[src/design/sgm_pkg.sv]
// Shared types and constants for the single-star glob matcher.
// Used by every module in the design folder; depends on nothing else.
`timescale 1ns / 1ps

package sgm_pkg;

  localparam int SYM_W = 8;
  localparam int LEN_W = 8;
  localparam int GRP_W = 16;
  localparam int OUT_DEPTH = 8;
  localparam int OUT_PW = $clog2(OUT_DEPTH);
  localparam int OUT_CW = $clog2(OUT_DEPTH + 1);

  localparam logic [SYM_W-1:0] STAR_BYTE = 8'd42;
  localparam logic [LEN_W-1:0] NAME_LEN_MAX = 8'd255;

  localparam logic MODE_PATTERN = 1'b0;
  localparam logic MODE_NAME = 1'b1;

  typedef logic [SYM_W-1:0] sym_t;

  typedef struct packed {
    logic pat_shift;
    logic name_shift;
    logic capture;
  } cell_ctrl_t;

endpackage

[src/design/sgm_cell.sv]
// One window cell: holds one reversed pattern byte and one recent name byte.
// Both bytes shift to the next cell; depends on sgm_pkg.
`timescale 1ns / 1ps

module sgm_cell import sgm_pkg::*; (
  input  logic       clk,
  input  cell_ctrl_t ctrl,
  input  sym_t       pat_in,
  input  sym_t       name_in,
  input  logic       active,
  output sym_t       pat_out,
  output sym_t       name_out,
  output logic       ok
);

  sym_t pat;
  sym_t name;

  always_ff @(posedge clk) begin
    if (ctrl.pat_shift) begin
      pat <= pat_in;
    end
    if (ctrl.name_shift) begin
      name <= name_in;
    end
    if (ctrl.capture) begin
      ok <= (pat == name) || !active;
    end
  end

  assign pat_out = pat;
  assign name_out = name;

endmodule

[src/design/sgm_out_fifo.sv]
// Result buffer between the compare pipeline and the output channel.
// Small register FIFO of match bits; depends on sgm_pkg.
`timescale 1ns / 1ps

module sgm_out_fifo import sgm_pkg::*; (
  input  logic              clk,
  input  logic              rst,
  input  logic              wr_en,
  input  logic              wr_data,
  output logic              out_valid,
  input  logic              out_ready,
  output logic              match,
  output logic [OUT_CW-1:0] count
);

  logic [OUT_DEPTH-1:0] store;
  logic [OUT_PW-1:0]    wr_ptr;
  logic [OUT_PW-1:0]    rd_ptr;
  logic                 pop;

  assign out_valid = (count != '0);
  assign match = store[rd_ptr];
  assign pop = out_valid && out_ready;

  always_ff @(posedge clk) begin
    if (wr_en) begin
      store[wr_ptr] <= wr_data;
    end
  end

  always_ff @(posedge clk) begin
    if (rst) begin
      wr_ptr <= '0;
      rd_ptr <= '0;
      count <= '0;
    end else begin
      if (wr_en) begin
        wr_ptr <= wr_ptr + OUT_PW'(1);
      end
      if (pop) begin
        rd_ptr <= rd_ptr + OUT_PW'(1);
      end
      count <= count + OUT_CW'(wr_en) - OUT_CW'(pop);
    end
  end

endmodule

[src/design/single_star_glob_matcher_core.sv]
// Single-star glob matcher: one character per cycle, back to back, while in_ready is high.
// The match bit of a name is registered through the compare stages after its last character is
// accepted (window compare, group reduce, final reduce into the result FIFO).
// Throughput is one transaction per cycle while the output side keeps up.
// Reset clears the pattern and name control state; the pattern store and the
// character window are not cleared and need no clearing pass.
`timescale 1ns / 1ps

module single_star_glob_matcher_core import sgm_pkg::*; #(
  parameter int MAX_PATTERN = 128
) (
  input  logic       clk,
  input  logic       rst,
  input  logic       in_valid,
  output logic       in_ready,
  input  logic       mode,
  input  logic [7:0] symbol,
  input  logic       last,
  output logic       out_valid,
  input  logic       out_ready,
  output logic       match
);

  localparam int AW = $clog2(MAX_PATTERN);
  localparam int PW = $clog2(MAX_PATTERN + 1);
  localparam int NG = (MAX_PATTERN + GRP_W - 1) / GRP_W;

  sym_t pat_mem [MAX_PATTERN];

  logic [PW-1:0]    plen;
  logic [AW-1:0]    star_pos;
  logic             star_found;
  logic             pattern_open;
  logic [LEN_W-1:0] name_len;
  logic             prefix_ok;
  logic             chk;
  logic             chk_last;
  sym_t             chk_sym;
  sym_t             chk_ref;

  logic             s1_valid;
  logic             s1_pref;
  logic             s1_len_ok;
  logic [PW-1:0]    s1_suf;
  logic             s2_valid;
  logic             s2_base;
  logic             s3_valid;
  logic             s3_base;
  logic [NG-1:0]    grp_ok;

  logic             acc;
  logic             pat_acc;
  logic             name_acc;
  logic [PW-1:0]    plen_base;
  logic             star_base;
  logic             store_en;
  logic [AW-1:0]    pfx_len;
  logic [PW-1:0]    suf_len;
  logic [LEN_W-1:0] min_len;
  logic [LEN_W-1:0] name_len_inc;
  logic             pfx_check;
  logic             mismatch;
  logic             prefix_ok_eff;
  logic [OUT_CW-1:0] fifo_count;
  logic [OUT_CW-1:0] occupancy;

  cell_ctrl_t              cell_ctrl;
  sym_t                    pat_chain  [MAX_PATTERN];
  sym_t                    name_chain [MAX_PATTERN];
  logic [MAX_PATTERN-1:0]  cell_ok;
  logic [NG*GRP_W-1:0]     ok_pad;

  assign occupancy = fifo_count + OUT_CW'(s1_valid) + OUT_CW'(s2_valid) + OUT_CW'(s3_valid);
  assign in_ready = (occupancy < OUT_CW'(OUT_DEPTH));
  assign acc = in_valid && in_ready;
  assign pat_acc = acc && (mode == MODE_PATTERN);
  assign name_acc = acc && (mode == MODE_NAME);

  assign plen_base = pattern_open ? plen : '0;
  assign star_base = pattern_open && star_found;
  assign store_en = (plen_base < PW'(MAX_PATTERN));

  assign pfx_len = star_found ? star_pos : '0;
  assign suf_len = (plen == '0) ? '0 : (plen - PW'(1) - PW'(pfx_len));
  assign min_len = (plen == '0) ? '0 : LEN_W'(plen - PW'(1));
  assign name_len_inc = (name_len == NAME_LEN_MAX) ? name_len : (name_len + LEN_W'(1));
  assign pfx_check = (name_len < LEN_W'(pfx_len)) && (name_len < LEN_W'(plen))
                     && (name_len < LEN_W'(MAX_PATTERN));

  assign mismatch = chk && (chk_sym != chk_ref);
  assign prefix_ok_eff = prefix_ok && !(mismatch && !chk_last);

  always_ff @(posedge clk) begin
    if (pat_acc && store_en) begin
      pat_mem[plen_base[AW-1:0]] <= symbol;
    end
    if (name_acc) begin
      chk_ref <= pat_mem[name_len[AW-1:0]];
      chk_sym <= symbol;
    end
  end

  always_ff @(posedge clk) begin
    if (rst) begin
      plen <= '0;
      star_pos <= '0;
      star_found <= 1'b0;
      pattern_open <= 1'b0;
      name_len <= '0;
      prefix_ok <= 1'b1;
      chk <= 1'b0;
      chk_last <= 1'b0;
      s1_valid <= 1'b0;
      s2_valid <= 1'b0;
      s3_valid <= 1'b0;
    end else begin
      if (pat_acc) begin
        pattern_open <= !last;
        if (store_en) begin
          plen <= plen_base + PW'(1);
        end else begin
          plen <= plen_base;
        end
        if (store_en && (symbol == STAR_BYTE) && !star_base) begin
          star_found <= 1'b1;
          star_pos <= plen_base[AW-1:0];
        end else if (!pattern_open) begin
          star_found <= 1'b0;
          star_pos <= '0;
        end
      end
      if (name_acc) begin
        name_len <= last ? '0 : name_len_inc;
      end
      prefix_ok <= (name_acc && last) ? 1'b1 : prefix_ok_eff;
      chk <= name_acc && pfx_check;
      chk_last <= name_acc && last;
      s1_valid <= name_acc && last;
      s2_valid <= s1_valid;
      s3_valid <= s2_valid;
    end
  end

  always_ff @(posedge clk) begin
    if (name_acc && last) begin
      s1_pref <= prefix_ok_eff;
      s1_len_ok <= (name_len_inc >= min_len);
      s1_suf <= suf_len;
    end
    if (s1_valid) begin
      s2_base <= s1_pref && !mismatch && s1_len_ok;
    end
    if (s2_valid) begin
      s3_base <= s2_base;
      for (int g = 0; g < NG; g++) begin
        grp_ok[g] <= &ok_pad[g*GRP_W +: GRP_W];
      end
    end
  end

  assign cell_ctrl.pat_shift = pat_acc && store_en;
  assign cell_ctrl.name_shift = name_acc;
  assign cell_ctrl.capture = s1_valid;

  for (genvar j = 0; j < MAX_PATTERN; j++) begin : g_cell
    sym_t pat_in;
    sym_t name_in;

    if (j == 0) begin : g_head
      assign pat_in = symbol;
      assign name_in = symbol;
    end else begin : g_link
      assign pat_in = pat_chain[j-1];
      assign name_in = name_chain[j-1];
    end

    sgm_cell u_cell (
      .clk      (clk),
      .ctrl     (cell_ctrl),
      .pat_in   (pat_in),
      .name_in  (name_in),
      .active   (s1_suf > PW'(j)),
      .pat_out  (pat_chain[j]),
      .name_out (name_chain[j]),
      .ok       (cell_ok[j])
    );
  end

  for (genvar i = 0; i < NG*GRP_W; i++) begin : g_pad
    if (i < MAX_PATTERN) begin : g_used
      assign ok_pad[i] = cell_ok[i];
    end else begin : g_fill
      assign ok_pad[i] = 1'b1;
    end
  end

  sgm_out_fifo u_out_fifo (
    .clk       (clk),
    .rst       (rst),
    .wr_en     (s3_valid),
    .wr_data   (s3_base && (&grp_ok)),
    .out_valid (out_valid),
    .out_ready (out_ready),
    .match     (match),
    .count     (fifo_count)
  );

endmodule
[config.mk]
export PLATFORM = sky130hd
export DESIGN_NAME = single_star_glob_matcher_core
export DESIGN_NICKNAME = d
export VERILOG_FILES = /design/src/design/sgm_pkg.sv /design/src/design/sgm_cell.sv /design/src/design/sgm_out_fifo.sv /design/src/design/single_star_glob_matcher_core.sv
export SDC_FILE = /design/constraint.sdc
export NUM_CORES = 2
export LEC_CHECK = 0
export BUFFER_PORTS_ARGS = -buffer_cell sky130_fd_sc_hd__buf_2
export CAP_MARGIN = 5
export CELL_PAD_IN_SITES_DETAIL_PLACEMENT = 1
export CELL_PAD_IN_SITES_GLOBAL_PLACEMENT = 1
export CORE_MARGIN = 3
export CORE_UTILIZATION = 53
export CTS_CLUSTER_DIAMETER = 150
export DETAILED_ROUTE_END_ITERATION = 8
export HOLD_SLACK_MARGIN = 0.02
export PLACE_DENSITY = 0.87
export SLEW_MARGIN = 20
export SYNTH_ARGS = -nofsm -noshare
export SYNTH_HDL_FRONTEND = slang
export SYNTH_SLANG_ARGS = --single-unit
[constraint.sdc]
create_clock -name clk -period 31.1 [get_ports clk]
set_clock_uncertainty 0.05 [all_clocks]
set_input_delay 3.11 -clock clk [delete_from_list [all_inputs] [get_ports clk]]
set_output_delay 3.11 -clock clk [all_outputs]
set_load 0.005 [all_outputs]
* Yosys cells after proc, flatten, opt, wreduce, memory -nomap -nowiden *
Memories as Yosys holds them, arrays and structs flattened. A register that Yosys moved wholly into a read port is not among the register bits.
Index checks and enable logic that the tools add are counted.

word-level totals
  word-level logic and storage cells = 996
  input bits = 14
  register bits = 2244
  bits in writable memories = 1024
  memories = 1
  output and inout port bits = 3

operators by class
  $add $sub $neg = 11
  order comparisons = 137
  bitwise logic cells = 1
  reductions and logical operators = 293
  mux-type cells = 17
  eq/ne operators = 132

memories
  memory   words  bits a word  rd ports  clocked after memory_dff  write ports  line                                 source
  pat_mem  128    8            1         1                         1            single_star_glob_matcher_core.sv:28  sym_t pat_mem [MAX_PATTERN];

operators with widths
  kind                   number
  $eq A8 B8 Y1           128
  $gt A8 B7 Y1 const B   64
  $gt A8 B6 Y1 const B   32
  $logic_not A1 Y1       133
  $gt A8 B5 Y1 const B   16
  $logic_or A1 B1 Y1     128
  $reduce_and A16 Y1     8
  $gt A8 B4 Y1 const B   8
  $mux W8                5
  $gt A8 B3 Y1 const B   4
  $mux W7                3
  $logic_and A1 B1 Y1    19
  $add A4 B1 Y4          4
  $add A8 B1 Y8 const B  2
  $gt A8 B1 Y1 const B   2
  $gt A8 B2 Y1 const B   2
  $lt A8 B8 Y1 const B   2
  $bwmux W8              1
  $eq A8 B6 Y1 const B   1
  $eq A8 B8 Y1 const B   1
  $ge A8 B8 Y1           1
  $logic_not A8 Y1       1
  $lt A3 B4 Y1 const B   2
  $lt A8 B7 Y1           1
  17 further kinds       23

* Depth between registers and ports, before layout *
  depth in word-level cells = 9
  gate-level depth with buffers = 13
  depth with buffers taken out = 12

* Modules after synthesis *
A second synthesis with hierarchy kept.

unflattened totals
  cells, all modules = 6254
  area total of the unflattened synthesis = 122431.2 µm²

modules (own cells, without submodules)
  module                         cells each  times used  area each (µm²)  seq. area each (µm²)
  sgm_cell                       28          128         598.1            510.5
  single_star_glob_matcher_core  2590        1           45005.7          32431.1
  sgm_out_fifo                   80          1           872.1            440.4

* Worst setup path before layout *
No wires, ideal clock.

  path type = reg2reg
  start = register s1_valid
  end = register name_len[4]
  path buffers = 1
  data required time = 30984 ps
  data arrival time = 26780 ps
  setup slack = 4204 ps
  period minus slack after synthesis = 26896 ps
  setup time = 66 ps
  stages on the path, launching flop included = 10
  cells stage by stage = dfxtp_1 -> fa_1 -> a31oi_1 -> nor3_1 -> or3_1 -> clkbuf_1 -> inv_1 -> and3_1 -> a21oi_1 -> nor2_1

RTL lines
  item                    line                                  source
  start, declared         single_star_glob_matcher_core.sv:41   logic s1_valid;
  start signal, assigned  single_star_glob_matcher_core.sv:138  s1_valid <= name_acc && last;
  end signal, assigned    single_star_glob_matcher_core.sv:133  name_len <= last ? '0 : name_len_inc;
  end, declared           single_star_glob_matcher_core.sv:34   logic [LEN_W-1:0] name_len;

==> flow_metrics.tcl <==
set metrics [dict create \
    drt_iter0_markers 9866 \
    rows 175 \
    start_kind "input port" \
    seq_area_um2 98000 \
    post_drt_wl_per_cell_um 35.7 \
    gp_congestion 0.864 \
    cts_inserted_buffers 319 \
    antenna_found_initial 8 \
    rrSetupSlack_ns 22.71 \
    rsz0062_at_grt "no" \
    critPathMaxFanout 117 \
    synth_cell_types 63 \
    core_area_um2 228000 \
    required_ns 31.61 \
    fin_cells 9703 \
    fin_area_um2 136000 \
    start_util 0.535 \
    firstDrtPassIters 8 \
    multi_input_area_um2 23200 \
    setup.worst_path.end_class "register" \
    synth_seq_cells 3276 \
    fillers 19018 \
    hold_path.class "register to register" \
    wirelength_um 347000 \
    die_y_um 486 \
    grt_pass1_wl_um 498000 \
    ios 17 \
    ys_seq_area_frac 0.803 \
    worst_hold_slack_ns 0.402 \
    drc_errors 0 \
    cts_setup_buffers 0 \
    fin_setup_tns_ns 0 \
    power_density_nw_per_um2 73.1 \
    grt_util_all_layers 0.291 \
    path_class "input port to register" \
    postLayoutSetupSlackWorst_ns 22.52 \
    setup_viol_count_final 0 \
    synth_area_leader_cell "edfxtp_1" \
    clk_latency_ns 0.97 \
    place_ws_ns 21.42 \
    vdd_drop_max_uv 66.3 \
    postSynthCellCount 6219 \
    drive_above_1_share 0.111 \
    vias 63818 \
    netlist_top_cells_count "edfxtp_1, xnor2_1, nand4_1" \
    synth_top_area_share 0.796 \
    crit_arrival_ns 9.09 \
    die_area_um2 236000 \
    cts_root_buf "clkbuf_16" \
    syn_area_per_cell_um2 19.6 \
    max_slew.worst_pin.slew_ns 1.26 \
    cts_hold_buf 0 \
    max_cap_viol_count 0 \
    ctsResizeCount 0 \
    min_period_ns 8.58 \
    synth_nets 6276 \
    clk_pin_slew_ns 0.08 \
    yosys_warnings 0 \
    nNetsFinal 6527 \
    place_area_um2 126000 \
    yosys_most_used_dff "edfxtp_1" \
    areaGrowthSynthToFinish_pct 11.2 \
    fin_util 0.594 \
    yosysMostFrequentCell "edfxtp_1" \
    cts_tree "yes" \
    netlist_area_um2 122000 \
    fmax_ghz 0.117 \
    antenna_left 0 \
    synth_edf_count 3236 \
    fin_crit_sh 0.276 \
    die_width_um 486 \
    clkSinkCount 3276 \
    slew_violations 0 \
    total_power_mw 9.92 \
    synth_area_leaders "edfxtp_1, xnor2_1, mux4_2" \
    leakagePower_nw 41.5 \
    grt_max_degree 183 \
    hpwl_um 189000 \
    dp.cells 9156 \
    hold_violations 0 \
    htree_levels 5 \
    max_slew_margin 0.141 \
    status "complete, no violations" \
    viasPerCell 6.58 \
    ctsLongestPathBuffers 4 \
    grt-ovfl-total 0 \
    port_buffers 16 \
    async_flop_share 0 \
    grt_pass1_vias 67289 \
]
[logic make-up (layout without fill, tap and decap cells)]
logic type               Yosys count  after routing  synth area share
flip-flops                      3276           3276             0.803
XOR/XNOR                        1048           1048            0.0752
AND/OR/NAND/NOR                  863            863            0.0370
AO/OA/AOI/OAI                    474            474            0.0266
multiplexers                     319            319            0.0466
buffers and inverters            196            665           0.00696
adder cells (fa/ha/maj)           43             43           0.00459
other                              0              6                 0
[power breakdown]
group | total (mW) | switching (mW) | leakage [nW] | internal [mW]
registers | 5.48 | 0.244 | 30.1 | 5.23
clock network | 3.82 | 1.71 | 4.74 | 2.10
logic | 0.630 | 0.427 | 6.71 | 0.203
[path summary, 6_finish.rpt]
path                                     start                            end  depth (start not counted)
setup / recovery                          mode  g_cell[27].u_cell.name_out[6]                          9
hold / removal    g_cell[42].u_cell.pat_out[3]   g_cell[43].u_cell.pat_out[3]                          0
setup reg to reg                      s1_valid  g_cell[27].u_cell.name_out[6]                         12
hold reg to reg   g_cell[42].u_cell.pat_out[3]   g_cell[43].u_cell.pat_out[3]                          0
[layout make-up]
type	instances	share of cell area
Clock buffer	382	0.0617
Sequential cell	3276	0.722
Antenna cell	6	0.000111
Clock inverter	157	0.00984
Tap cell	3009	0.0278
Inverter	31	0.000913
Multi-Input combinational cell	2747	0.171
Timing Repair Buffer	95	0.00592
[state kept, by name, indices dropped and copies added, names as in the netlist, 8 cells and up]
name,flops
g_cell.u_cell.name_out,1024
g_cell.u_cell.pat_out,1024
pat_mem,1024
g_cell.u_cell.ok,128
chk_ref,8
grp_ok,8
name_len,8
plen,8
s1_suf,8
u_out_fifo.store,8
[per-layer routing]
metal  vias up  part of all wire  GRT usage
met2      5015              0.51      0.497
li1      24977                 -          -
met1     32606              0.33      0.354
met4         6             0.061      0.149
met5         -           0.00013          0
met3      1214             0.099     0.0582
[critical path: stages]
cell and delay [ns]:
buf_2 0.11, nand2_1 0.12, or3_1 0.68, inv_8 0.70
buf_4 0.90, buf_6 0.70, buf_4 0.95, buf_4 0.78
buf_4 0.77
[cells in the final DEF (no fill, tap or decap), drive strengths merged, types with 40 or more instances in the layout]
cell type	n
a21oi	52
a22oi	90
buf	95
clkbuf	382
clkinv	119
dfxtp	40
edfxtp	3236
ha	40
mux2i	113
mux4	198
nand2	136
nand4	244
nor2	218
nor4	71
o21ai	107
o22ai	40
xnor2	805
xor2	243
Power figures use the tool's default switching activity.
